[src/hw/rtl/rlwd_pkg.sv]
// ----------------------------------------------------------------------------
// rlwd_pkg
// Types and constants shared by the run-length decoder with a Wyle-coded
// length field.
// ----------------------------------------------------------------------------
package rlwd_pkg;

    // Widest supported length field, in bits.
    localparam int MAX_LENGTH_BITS = 24;

    localparam int BYTE_W     = 8;
    localparam int SIZE_W     = 32;
    localparam int HDR_BYTES  = 4;
    localparam int HCNT_W     = 3;
    localparam int SBITS_W    = 4;
    localparam int OUT_LEN_W  = 25;
    localparam int PROD_W     = SIZE_W + 1;
    localparam int ONES_W     = $clog2(MAX_LENGTH_BITS);
    localparam int VBITS_W    = $clog2(MAX_LENGTH_BITS + 1);
    localparam int LEN_W      = MAX_LENGTH_BITS + 1;

    typedef enum logic [1:0] {
        PH_HEADER,
        PH_UNARY,
        PH_VALUE,
        PH_SYMBOL
    } t_phase;

    // What the parser hands on for one beat.
    typedef struct packed {
        logic                 restart;
        logic                 has_run;
        logic                 has_err;
        logic [BYTE_W-1:0]    symbol;
        logic [LEN_W-1:0]     length;
        logic [SIZE_W-1:0]    total;
    } t_run_info;

endpackage

[src/hw/rtl/rlwd_parser.sv]
// ----------------------------------------------------------------------------
// rlwd_parser
// Header capture and bit-level parsing of one compressed byte per step:
// unary width prefix, value field and symbol, with an error on a width that
// exceeds the supported bound.
// ----------------------------------------------------------------------------
module rlwd_parser
    import rlwd_pkg::*;
(
    input  logic            i_clk,
    input  logic            i_rst_n,
    input  logic            i_step,
    input  logic [7:0]      i_byte,
    input  logic            i_restart,
    output t_run_info       o_info
);

    t_phase                     r_phase,   n_phase;
    logic [HCNT_W-1:0]          r_hcnt,    n_hcnt;
    logic [SIZE_W-1:0]          r_total,   n_total;
    logic [ONES_W-1:0]          r_ones,    n_ones;
    logic [VBITS_W-1:0]         r_vbits,   n_vbits;
    logic [MAX_LENGTH_BITS-1:0] r_vacc,    n_vacc;
    logic [BYTE_W-1:0]          r_sacc,    n_sacc;
    logic [SBITS_W-1:0]         r_sbits,   n_sbits;
    logic                       r_halted,  n_halted;

    function automatic logic width_too_big(t_phase ph, logic [ONES_W-1:0] ones);
        return (ph == PH_UNARY) && (ones >= ONES_W'(MAX_LENGTH_BITS - 1));
    endfunction

    always_comb begin
        logic                  bitv;
        logic                  run_found;
        logic [BYTE_W-1:0]     run_sym;
        logic [LEN_W-1:0]      run_len;
        logic [VBITS_W:0]      seen_next;
        logic [VBITS_W:0]      width;
        logic                  err;

        run_found = 1'b0;
        run_sym   = '0;
        run_len   = '0;
        err       = 1'b0;
        bitv      = 1'b0;
        seen_next = '0;
        width     = '0;

        if (i_restart) begin
            n_phase  = PH_HEADER;
            n_hcnt   = '0;
            n_total  = '0;
            n_ones   = '0;
            n_vbits  = '0;
            n_vacc   = '0;
            n_sacc   = '0;
            n_sbits  = '0;
            n_halted = 1'b0;
        end else begin
            n_phase  = r_phase;
            n_hcnt   = r_hcnt;
            n_total  = r_total;
            n_ones   = r_ones;
            n_vbits  = r_vbits;
            n_vacc   = r_vacc;
            n_sacc   = r_sacc;
            n_sbits  = r_sbits;
            n_halted = r_halted;
        end

        if (!n_halted) begin
            if (n_phase == PH_HEADER) begin
                n_total = {n_total[SIZE_W-BYTE_W-1:0], i_byte};
                n_hcnt  = n_hcnt + HCNT_W'(1);
                if (n_hcnt >= HCNT_W'(HDR_BYTES)) begin
                    n_phase = PH_UNARY;
                    if (n_total == '0) begin
                        n_halted = 1'b1;
                    end
                end
            end else begin
                // Bits are taken most significant first; reading stops as
                // soon as the prefix has grown beyond the supported width.
                for (int b = 7; b >= 0; b--) begin
                    bitv = i_byte[b];
                    if (!width_too_big(n_phase, n_ones)) begin
                        unique case (n_phase)
                            PH_UNARY: begin
                                if (bitv) begin
                                    n_ones = n_ones + ONES_W'(1);
                                end else begin
                                    n_phase = PH_VALUE;
                                    n_vbits = '0;
                                    n_vacc  = '0;
                                end
                            end
                            PH_VALUE: begin
                                for (int j = 0; j < MAX_LENGTH_BITS; j++) begin
                                    if (n_vbits == VBITS_W'(j)) begin
                                        n_vacc[j] = bitv;
                                    end
                                end
                                seen_next = (VBITS_W+1)'(n_vbits) + (VBITS_W+1)'(1);
                                width     = (VBITS_W+1)'(n_ones) + (VBITS_W+1)'(2);
                                n_vbits   = n_vbits + VBITS_W'(1);
                                if (seen_next >= width) begin
                                    n_phase = PH_SYMBOL;
                                    n_sbits = '0;
                                    n_sacc  = '0;
                                end
                            end
                            PH_SYMBOL: begin
                                n_sacc  = {n_sacc[BYTE_W-2:0], bitv};
                                n_sbits = n_sbits + SBITS_W'(1);
                                if (n_sbits >= SBITS_W'(BYTE_W)) begin
                                    run_found = 1'b1;
                                    run_sym   = n_sacc;
                                    run_len   = LEN_W'(n_vacc) + LEN_W'(1);
                                    n_phase   = PH_UNARY;
                                    n_ones    = '0;
                                    n_vbits   = '0;
                                    n_vacc    = '0;
                                    n_sbits   = '0;
                                    n_sacc    = '0;
                                end
                            end
                            default: begin
                                n_phase = PH_UNARY;
                            end
                        endcase
                    end
                end
                // An error found in a byte that already closed a run is
                // reported with the following beat.
                if (!run_found && width_too_big(n_phase, n_ones)) begin
                    err      = 1'b1;
                    n_halted = 1'b1;
                end
            end
        end

        o_info.restart = i_restart;
        o_info.has_run = run_found;
        o_info.has_err = err;
        o_info.symbol  = run_sym;
        o_info.length  = run_len;
        o_info.total   = n_total;
    end

    always_ff @(posedge i_clk) begin
        if (!i_rst_n) begin
            r_phase  <= PH_HEADER;
            r_hcnt   <= '0;
            r_total  <= '0;
            r_ones   <= '0;
            r_vbits  <= '0;
            r_vacc   <= '0;
            r_sacc   <= '0;
            r_sbits  <= '0;
            r_halted <= 1'b0;
        end else if (i_step) begin
            r_phase  <= n_phase;
            r_hcnt   <= n_hcnt;
            r_total  <= n_total;
            r_ones   <= n_ones;
            r_vbits  <= n_vbits;
            r_vacc   <= n_vacc;
            r_sacc   <= n_sacc;
            r_sbits  <= n_sbits;
            r_halted <= n_halted;
        end
    end

    a_halted_silent: assert property (@(posedge i_clk) disable iff (!i_rst_n)
        (i_step && r_halted && !i_restart) |-> !(o_info.has_run || o_info.has_err))
        else $error("parser produced a result while halted");

    a_err_halts: assert property (@(posedge i_clk) disable iff (!i_rst_n)
        (i_step && o_info.has_err) |=> r_halted)
        else $error("parser did not halt after a width error");

endmodule

[src/hw/rtl/run_length_wyle_decoder.sv]
// Path: input register, run register, result register, in that order; at
// most one run result per byte. A stalled output holds back the stream.
// Throughput: one compressed byte per cycle while the output is not stalled.
// Reset: synchronous, active low; clears all stream state to the header phase.
// ----------------------------------------------------------------------------
// run_length_wyle_decoder
// Decodes a run-length stream whose run lengths use a Wyle-style code and
// emits one symbol/length pair per run, flagging the run that completes the
// decoded size given in the four-byte header.
// ----------------------------------------------------------------------------
module run_length_wyle_decoder
    import rlwd_pkg::*;
(
    input  logic                    i_clk,
    input  logic                    i_rst_n,
    input  logic                    i_in_valid,
    output logic                    o_in_ready,
    input  logic [7:0]              i_stream_byte,
    input  logic                    i_restart,
    output logic                    o_out_valid,
    input  logic                    i_out_ready,
    output logic [7:0]              o_run_symbol,
    output logic [OUT_LEN_W-1:0]    o_run_length,
    output logic                    o_last,
    output logic                    o_error
);

    logic                   r_in_vld;
    logic [7:0]             r_in_byte;
    logic                   r_in_restart;

    logic                   r_run_vld;
    t_run_info              r_run;
    t_run_info              parse_info;

    logic                   r_out_vld;
    logic [7:0]             r_out_sym;
    logic [OUT_LEN_W-1:0]   r_out_len;
    logic                   r_out_last;
    logic                   r_out_err;

    logic [PROD_W-1:0]      r_produced, n_produced;
    logic                   r_done,     n_done;

    logic                   out_en;
    logic                   run_free;
    logic                   step;

    logic                   n_emit;
    logic [7:0]             n_sym;
    logic [OUT_LEN_W-1:0]   n_len;
    logic                   n_last;
    logic                   n_err;
    logic [PROD_W-1:0]      sum;

    assign out_en     = !r_out_vld || i_out_ready;
    assign run_free   = !r_run_vld || out_en;
    assign step       = r_in_vld && run_free;
    assign o_in_ready = !r_in_vld || run_free;

    always_ff @(posedge i_clk) begin
        if (!i_rst_n) begin
            r_in_vld <= 1'b0;
        end else if (o_in_ready) begin
            r_in_vld <= i_in_valid;
        end
    end

    always_ff @(posedge i_clk) begin
        if (o_in_ready && i_in_valid) begin
            r_in_byte    <= i_stream_byte;
            r_in_restart <= i_restart;
        end
    end

    rlwd_parser u_parser (
        .i_clk     (i_clk),
        .i_rst_n   (i_rst_n),
        .i_step    (step),
        .i_byte    (r_in_byte),
        .i_restart (r_in_restart),
        .o_info    (parse_info)
    );

    // Only beats that start a stream or carry a result travel on.
    always_ff @(posedge i_clk) begin
        if (!i_rst_n) begin
            r_run_vld <= 1'b0;
        end else if (run_free) begin
            r_run_vld <= step && (parse_info.restart || parse_info.has_run ||
                                  parse_info.has_err);
        end
    end

    always_ff @(posedge i_clk) begin
        if (step) begin
            r_run <= parse_info;
        end
    end

    // Running total of decoded bytes; results after the final run are dropped.
    always_comb begin
        logic [PROD_W-1:0] prod_base;
        logic              done_base;

        prod_base  = r_run.restart ? '0 : r_produced;
        done_base  = r_run.restart ? 1'b0 : r_done;
        sum        = prod_base + PROD_W'(r_run.length);
        n_emit     = 1'b0;
        n_sym      = '0;
        n_len      = '0;
        n_last     = 1'b0;
        n_err      = 1'b0;
        n_produced = prod_base;
        n_done     = done_base;

        if (r_run_vld && !done_base) begin
            priority if (r_run.has_err) begin
                n_emit = 1'b1;
                n_last = 1'b1;
                n_err  = 1'b1;
                n_done = 1'b1;
            end else if (r_run.has_run) begin
                n_emit     = 1'b1;
                n_sym      = r_run.symbol;
                n_len      = OUT_LEN_W'(r_run.length);
                n_last     = sum >= PROD_W'(r_run.total);
                n_produced = sum;
                n_done     = n_last;
            end else begin
                // A beat that only starts a stream clears the total and
                // gives no result.
                n_emit = 1'b0;
            end
        end
    end

    always_ff @(posedge i_clk) begin
        if (!i_rst_n) begin
            r_produced <= '0;
            r_done     <= 1'b0;
            r_out_vld  <= 1'b0;
        end else begin
            if (r_run_vld && out_en) begin
                r_produced <= n_produced;
                r_done     <= n_done;
            end
            if (out_en) begin
                r_out_vld <= n_emit;
            end
        end
    end

    always_ff @(posedge i_clk) begin
        if (out_en && n_emit) begin
            r_out_sym  <= n_sym;
            r_out_len  <= n_len;
            r_out_last <= n_last;
            r_out_err  <= n_err;
        end
    end

    assign o_out_valid  = r_out_vld;
    assign o_run_symbol = r_out_sym;
    assign o_run_length = r_out_len;
    assign o_last       = r_out_last;
    assign o_error      = r_out_err;

    a_err_is_last: assert property (@(posedge i_clk) disable iff (!i_rst_n)
        (o_out_valid && o_error) |-> (o_last && o_run_length == '0 && o_run_symbol == '0))
        else $error("error result is not a final empty beat");

    a_quiet_after_done: assert property (@(posedge i_clk) disable iff (!i_rst_n)
        (r_run_vld && out_en && r_done && !r_run.restart) |=> !o_out_valid)
        else $error("result emitted after the stream was complete");

    a_last_sets_done: assert property (@(posedge i_clk) disable iff (!i_rst_n)
        (out_en && n_emit && n_last) |=> r_done)
        else $error("final beat did not close the stream");

endmodule
[config.mk]
export PLATFORM = sky130hd
export DESIGN_NAME = run_length_wyle_decoder
export DESIGN_NICKNAME = d
export VERILOG_FILES = /design/src/hw/rtl/rlwd_pkg.sv /design/src/hw/rtl/rlwd_parser.sv /design/src/hw/rtl/run_length_wyle_decoder.sv
export SDC_FILE = /design/constraint.sdc
export NUM_CORES = 2
export LEC_CHECK = 0
export BUFFER_PORTS_ARGS = -buffer_cell sky130_fd_sc_hd__buf_2
export CELL_PAD_IN_SITES_DETAIL_PLACEMENT = 1
export CELL_PAD_IN_SITES_GLOBAL_PLACEMENT = 1
export CORE_MARGIN = 4
export CORE_UTILIZATION = 53
export DETAILED_ROUTE_END_ITERATION = 6
export PLACE_DENSITY = 0.95
export SETUP_SLACK_MARGIN = 0.4
export SYNTH_ARGS = -nofsm -noshare
export SYNTH_HDL_FRONTEND = slang
export SYNTH_HIERARCHICAL = 1
export SYNTH_SLANG_ARGS = --single-unit
[constraint.sdc]
create_clock -name i_clk -period 32.9 [get_ports i_clk]
set_clock_uncertainty 0.1 [all_clocks]
set_input_delay 3.29 -clock i_clk [delete_from_list [all_inputs] [get_ports i_clk]]
set_output_delay 3.29 -clock i_clk [all_outputs]
set_load 0.02 [all_outputs]
[After elaboration in Yosys (flattened, before gate mapping)]
Index checks and enable logic that the tools add are counted.
Storage, ports and cells
  flip-flop bits (word level): 233
  bits of input ports: 13
  output and inout port bits: 37
  logic and storage cells: 949
Operators by class
  $add $sub $neg: 50
  order comparisons: 27
  equal/unequal tests: 209
  mux-type cells: 597
  bitwise operators: 2
  reduce and logical (&&, ||, !) cells: 38
Operators with widths (count)
  2-to-1 mux 24 bit: 41
  2-to-1 mux 25 bit: 26
  case mux 24 bit (3 select lines): 8
  2-to-1 mux 8 bit: 55
  2-to-1 mux 5 bit: 84
  == test 5 x 4 -> 1 bit, second input constant: 64
  == test 5 bit, second input constant: 64
  2-to-1 mux 1 bit: 240
  adder 24 x 1 -> 25 bit, second input constant: 8
  2-to-1 mux 4 bit: 41
  == test 5 x 3 -> 1 bit, second input constant: 32
  2-to-1 mux 33 bit: 4
  case mux 8 bit (2 select lines): 8
  case mux 5 bit (3 select lines): 8
  2-to-1 mux 2 bit: 52
  2-to-1 mux 32 bit: 3
  adder 5 x 1 -> 5 bit, second input constant: 16
  == test 5 x 2 -> 1 bit, second input constant: 16
  case mux 5 bit (2 select lines): 8
  case mux 4 bit (2 select lines): 8
  adder 5 x 1 -> 6 bit, second input constant: 8
  adder 5 x 2 -> 6 bit, second input constant: 8
  >= comparator 6 bit: 8
  case mux 2 bit (3 select lines): 8
  other kinds (20): 105

[Depth between registers and ports, before layout]
  word-level depth: 65
  mapped depth: 79
  mapped depth without buffers: 69

[By module]
Netlist, hierarchy kept.
By module, submodules not included
  rlwd_parser: instances 1, cells each 3286, area each 21647.0 sq um, sequential area each 1661.6 sq um
  run_length_wyle_decoder: instances 1, cells each 640, area each 7418.4 sq um, sequential area each 4103.9 sq um

[Worst setup path after synthesis]
Ideal clock, no wire load.
  path type: reg-to-reg
  start point: register r_in_restart
  end point: register u_parser.r_sacc[1]
  setup time: 0.065 ns
  arrival: 15.263 ns
  required time: 32.735 ns
  slack: 17.472 ns
  cell stages (with the launch flop): 80
  buffers on the path: 15
  clock period less this slack: 15.428 ns
  cell sequence: edfxtp_1 -> buf_2 -> buf_2 -> clkbuf_1 -> clkbuf_1 -> clkbuf_1 -> buf_1 -> nor2b_1 -> ha_1 -> a21o_4 -> a211oi_4 -> a211oi_1 -> nor2_1 -> inv_1 -> ha_1 -> clkbuf_1 -> and3_1 -> ha_1 -> [44 not listed] -> buf_1 -> clkbuf_1 -> a41oi_1 -> a41oi_1 -> inv_1 -> ha_1 -> inv_1 -> ha_1 -> nor2b_1 -> o21ai_0 -> nand2b_1 -> a21oi_1 -> nor2b_1 -> o31ai_1 -> a221oi_1 -> o21ai_0 -> a21oi_1 -> nor2_1
On the way
  cells in the longest elaborated chain, start to end: 57
  elaborated cells on any way between the ends: 312
  classes of those cells: 38 x add/sub; 24 x order compare; 24 x eq/ne; 217 x mux; 9 x reduce/logical
RTL lines
  start: declaration: line run_length_wyle_decoder.sv:30  | logic r_in_restart;
  start signal: assignment: line run_length_wyle_decoder.sv:72  | r_in_restart <= i_restart;
  2-to-1 mux 4 bit / 2-to-1 mux 5 bit (equally long branches): line rlwd_parser.sv:49  | if (i_restart) begin
  adder 4 x 1 -> 4 bit, or another cell as far along: line rlwd_parser.sv:114  | n_sbits = n_sbits + SBITS_W'(1);
  >= comparator 4 bit / >= comparator 6 bit (equally long branches): line rlwd_parser.sv:115, rlwd_parser.sv:106
  2-to-1 mux 5 bit, or another cell as far along: line rlwd_parser.sv:115  | if (n_sbits >= SBITS_W'(BYTE_W)) begin
  case mux 5 bit (3 select lines), or another cell as far along: line rlwd_parser.sv:87  | unique case (n_phase)
  2-to-1 mux 5 bit / 2-to-1 mux 4 bit (equally long branches): line rlwd_parser.sv:86  | if (!width_too_big(n_phase, n_ones)) begin
  2-to-1 mux 5 bit / 2-to-1 mux 4 bit (equally long branches): line rlwd_parser.sv:72  | if (n_phase == PH_HEADER) begin
  2-to-1 mux 5 bit / 2-to-1 mux 4 bit (equally long branches): line rlwd_parser.sv:71  | if (!n_halted) begin
  [41 not listed]
  2-to-1 mux 5 bit / 2-to-1 mux 4 bit (equally long branches): line rlwd_parser.sv:71
  adder 5 x 1 -> 6 bit, or another cell as far along: line rlwd_parser.sv:103  | seen_next = (VBITS_W+1)'(n_vbits) + (VBITS_W+1)'(1);
  >= comparator 6 bit / >= comparator 4 bit (equally long branches): line rlwd_parser.sv:106, rlwd_parser.sv:115
  2-to-1 mux 8 bit, on equally long branches: line rlwd_parser.sv:106, rlwd_parser.sv:115
  case mux 8 bit (2 select lines): line rlwd_parser.sv:87
  2-to-1 mux 8 bit: line rlwd_parser.sv:86
  2-to-1 mux 8 bit: line rlwd_parser.sv:72
  2-to-1 mux 8 bit *: line rlwd_parser.sv:71
  end signal: assignment: line rlwd_parser.sv:168  | r_sacc <= n_sacc;
  end: declaration: line rlwd_parser.sv:24  | logic [BYTE_W-1:0] r_sacc, n_sacc;
Mark *: on every way between the ends. The rest lies on a longest branch, timed or not. The select of a mux whose other input is x is not followed.
A chain may end at the register's enable or synchronous reset.

[Worst setup path after layout]
Same ends and word-level chain as after synthesis.

==> run_results.csv <==
group,metric,value,unit
layout,area_growth,6.17,%
layout,fillerInstances,6777,
critical_path,critical_path.max_fanout,46,
sta,setup_viol,0,
critical_path,slowest_delay,0.94,ns
route,dr.pass1.iters,7,
yosys,synth_flop_cell,"dfxtp_1",
route,drc,61,
clock_network,clk_latency,0.62,ns
yosys,synth_seq_cells,232,
sta,maxSlewHeadroom,0.0908,
yosys,synthTopCellsByArea,"edfxtp_1, dfxtp_1, ha_1",
route,drt_iter0_drc,6136,
global_route,grt_max_degree,70,
clock_network,post_cts_resized,0,
layout,seq_area,0.00577,mm²
critical_path,crit_slowest_cell,"o31ai_1",
sta,drv_slew,0,
yosys,ys_types,116,
sta,grt_setup_unrepaired,"no",
die,dieArea,0.0587,mm²
yosys,synth_nets,4108,
route,post_drt_wl_per_cell,32.7,µm
yosys,ys_warn_count,6,
global_route,grt_pass1_vias,35406,
die,die_y,242,µm
critical_path,reg2reg_slack,14.04,ns
placement,dp_hpwl,104000,µm
yosys,yosysTopAreaCell,"edfxtp_1",
layout,drive_above_1_share,0.0776,
global_route,antenna_found_initial,15,
critical_path,r2r-end,"u_parser/r_sacc[1]",
route,ant_nets,0,
placement,placed_cells,4498,
sta,finalHoldViolations,0,
min_path,hold_path_class,"register to register",
route,vias_per_cell,7.95,
power_and_ir_drop,leakagePower,0.0111,µW
yosys,yosysSeqAreaShare,0.198,
clock_network,hold_buffers,0,
clock_network,h-tree-depth,1,
clock_network,cts_tree,"built",
critical_path,arrival,19.31,ns
die,rows,85,
clock_network,clockBufferDepth,3,
die,die_x,242,µm
power_and_ir_drop,max-vdd-ir-drop,0.0413,mV
placement,gp_congestion,1.08,
global_route,grt_usage,0.482,
critical_path,cp_data_required_time,33.35,ns
critical_path,critPathCapture,"u_parser/r_sacc[1]",
die,core-area,0.0540,mm²
sta,max_freq,0.0530,GHz
layout,stdcell_count,4558,
placement,pre_cts_ws,15.22,ns
global_route,grt_pass1_wl,223000,µm
yosys,syn_inst,3926,
clock_network,cts_root_buffer,"clkbuf_16",
critical_path,crit_type,"register to register",
status,violations,"design-rule violations",
route,drt-total-wl,149000,µm
clock_network,cts_sinks,232,
critical_path,r2r_start,"r_in_restart",
yosys,ys_async_sr_fraction,0,
placement,portBuffers,49,
die,ios,50,
critical_path,cpMostUsedCell,"ha_1",
critical_path,reg2regPathDepth,64,
status,outcome,"finished with violations",
layout,multi_input_area,0.0217,mm²
route,vias,36227,
sta,period_needed,18.86,ns
global_route,grt-ovfl-total,0,
layout,finalNetCount,4015,
sta,worst_slew_pin_slew,1.35,ns
job,maxCapViolCount,0,
sta,fin_tns_setup,0,ns
sta,fin_ws,14.04,ns
sta,period_share,0.573,
yosys,synth_area,0.0291,mm²
layout,final_util,0.571,
yosys,synth_enable_flop_cells,112,
power_and_ir_drop,powerDensity,42.6,mW/mm²
clock_network,post_cts.repair.setup_buffers,0,
yosys,syn_avg_cell_area,7.40,µm²
clock_network,clk_pin_slew,0.09,ns
yosys,synth_top_area_frac,0.116,
critical_path,startpoint,"r_in_restart",
critical_path,start_kind,"register",
critical_path,cp-end-kind,"register",
die,start_util,0.538,
clock_network,numCtsBuffers,28,
[cell usage after synthesis, types with 44 or more instances]
library cell	n
o22ai_1	98
inv_1	160
nand3_1	136
xnor2_1	158
o211ai_1	76
a31oi_1	89
xor2_1	70
nor2_1	304
nor3_1	95
mux2i_1	102
and2_1	72
clkbuf_1	210
nand4_1	91
and3_1	58
edfxtp_1	112
nor2b_1	62
nor4_1	44
nand2_1	441
o21ai_0	174
a22oi_1	67
dfxtp_1	120
a21oi_1	257
a211oi_1	68
ha_1	168
[worst min path at each step]
stage / from / end / slack [ns] / depth (start not counted)
finish: r_produced[18] / r_produced[18] / 0.39 / 1
global route: r_produced[19] / r_produced[19] / 0.41 / 1
CTS: r_produced[18] / r_produced[18] / 0.39 / 1
detailed placement: r_produced[16] / r_produced[16] / 0.36 / 1
global placement: r_done / r_done / 0.34 / 2
floorplan: r_done / r_done / 0.33 / 2
[per-stage QoR]
stage / total power (µW) / hold WS (ns) / instance area (µm²)
3_3_place_gp: 894 / 0.343 / 29900
3_5_place_dp: 913 / 0.360 / 29900
6_report: 1320 / 0.393 / 30900
5_1_grt: 1340 / 0.412 / 30800
2_1_floorplan: 720 / 0.332 / 29100
4_1_cts: 1260 / 0.394 / 30800
[report_power, final]
group | leakage [µW] | switching [µW] | internal, µW
logic | 0.00858 | 481 | 176
registers | 0.00206 | 8.52 | 309
clock network | 0.000466 | 159 | 184
[placed cells by master (no fill, tap or decap), types with 102 or more instances in the layout]
master,count
nand3_1,136
inv_1,160
xnor2_1,157
nand2_1,441
ha_1,168
edfxtp_1,112
a21oi_1,257
nor2_1,302
mux2i_1,102
o21ai_0,173
dfxtp_1,120
[per-layer routing]
layer	track usage	routed length [µm]
met5	0	75
met3	0.170	19700
met4	0.391	16500
met1	0.557	51300
met2	0.721	61600
[worst max-delay path, delay by kind of cell, from the launching register on]
family                   cells  cell delay, ns
multiplexers                 1            0.39
AND/OR/NAND/NOR             22            5.29
XOR/XNOR                     2            0.81
adder cells (fa/ha/maj)      9            2.87
flip-flops                   1            0.36
buffers and inverters        9            1.82
AO/OA/AOI/OAI               21            7.12
[cell type report]
cell class	instances	area share
inverters	170	0.0207
clock buffers	39	0.0264
diodes	7	0.000568
flip-flops and latches	232	0.187
well taps	696	0.0282
repair buffers	133	0.0283
multi-input cells	3268	0.705
clock inverters	13	0.00438
[sequential cells by signal (all words and copies together), names as in the netlist, 2 cells and up]
| signal | flops |
|---|---|
| o_run_length | 25 |
| o_run_symbol | 8 |
| r_in_byte | 8 |
| r_produced | 33 |
| r_run | 68 |
| u_parser/r_hcnt | 3 |
| u_parser/r_ones | 5 |
| u_parser/r_phase | 2 |
| u_parser/r_sacc | 7 |
| u_parser/r_sbits | 4 |
| u_parser/r_total | 32 |
| u_parser/r_vacc | 24 |
| u_parser/r_vbits | 5 |
[kinds of logic after synthesis]
family	synth area share
adder cells (fa/ha/maj)	0.0730
XOR/XNOR	0.0697
AO/OA/AOI/OAI	0.311
flip-flops	0.198
multiplexers	0.0440
buffers and inverters	0.0566
AND/OR/NAND/NOR	0.247
(Power assumes the default switching activity.)
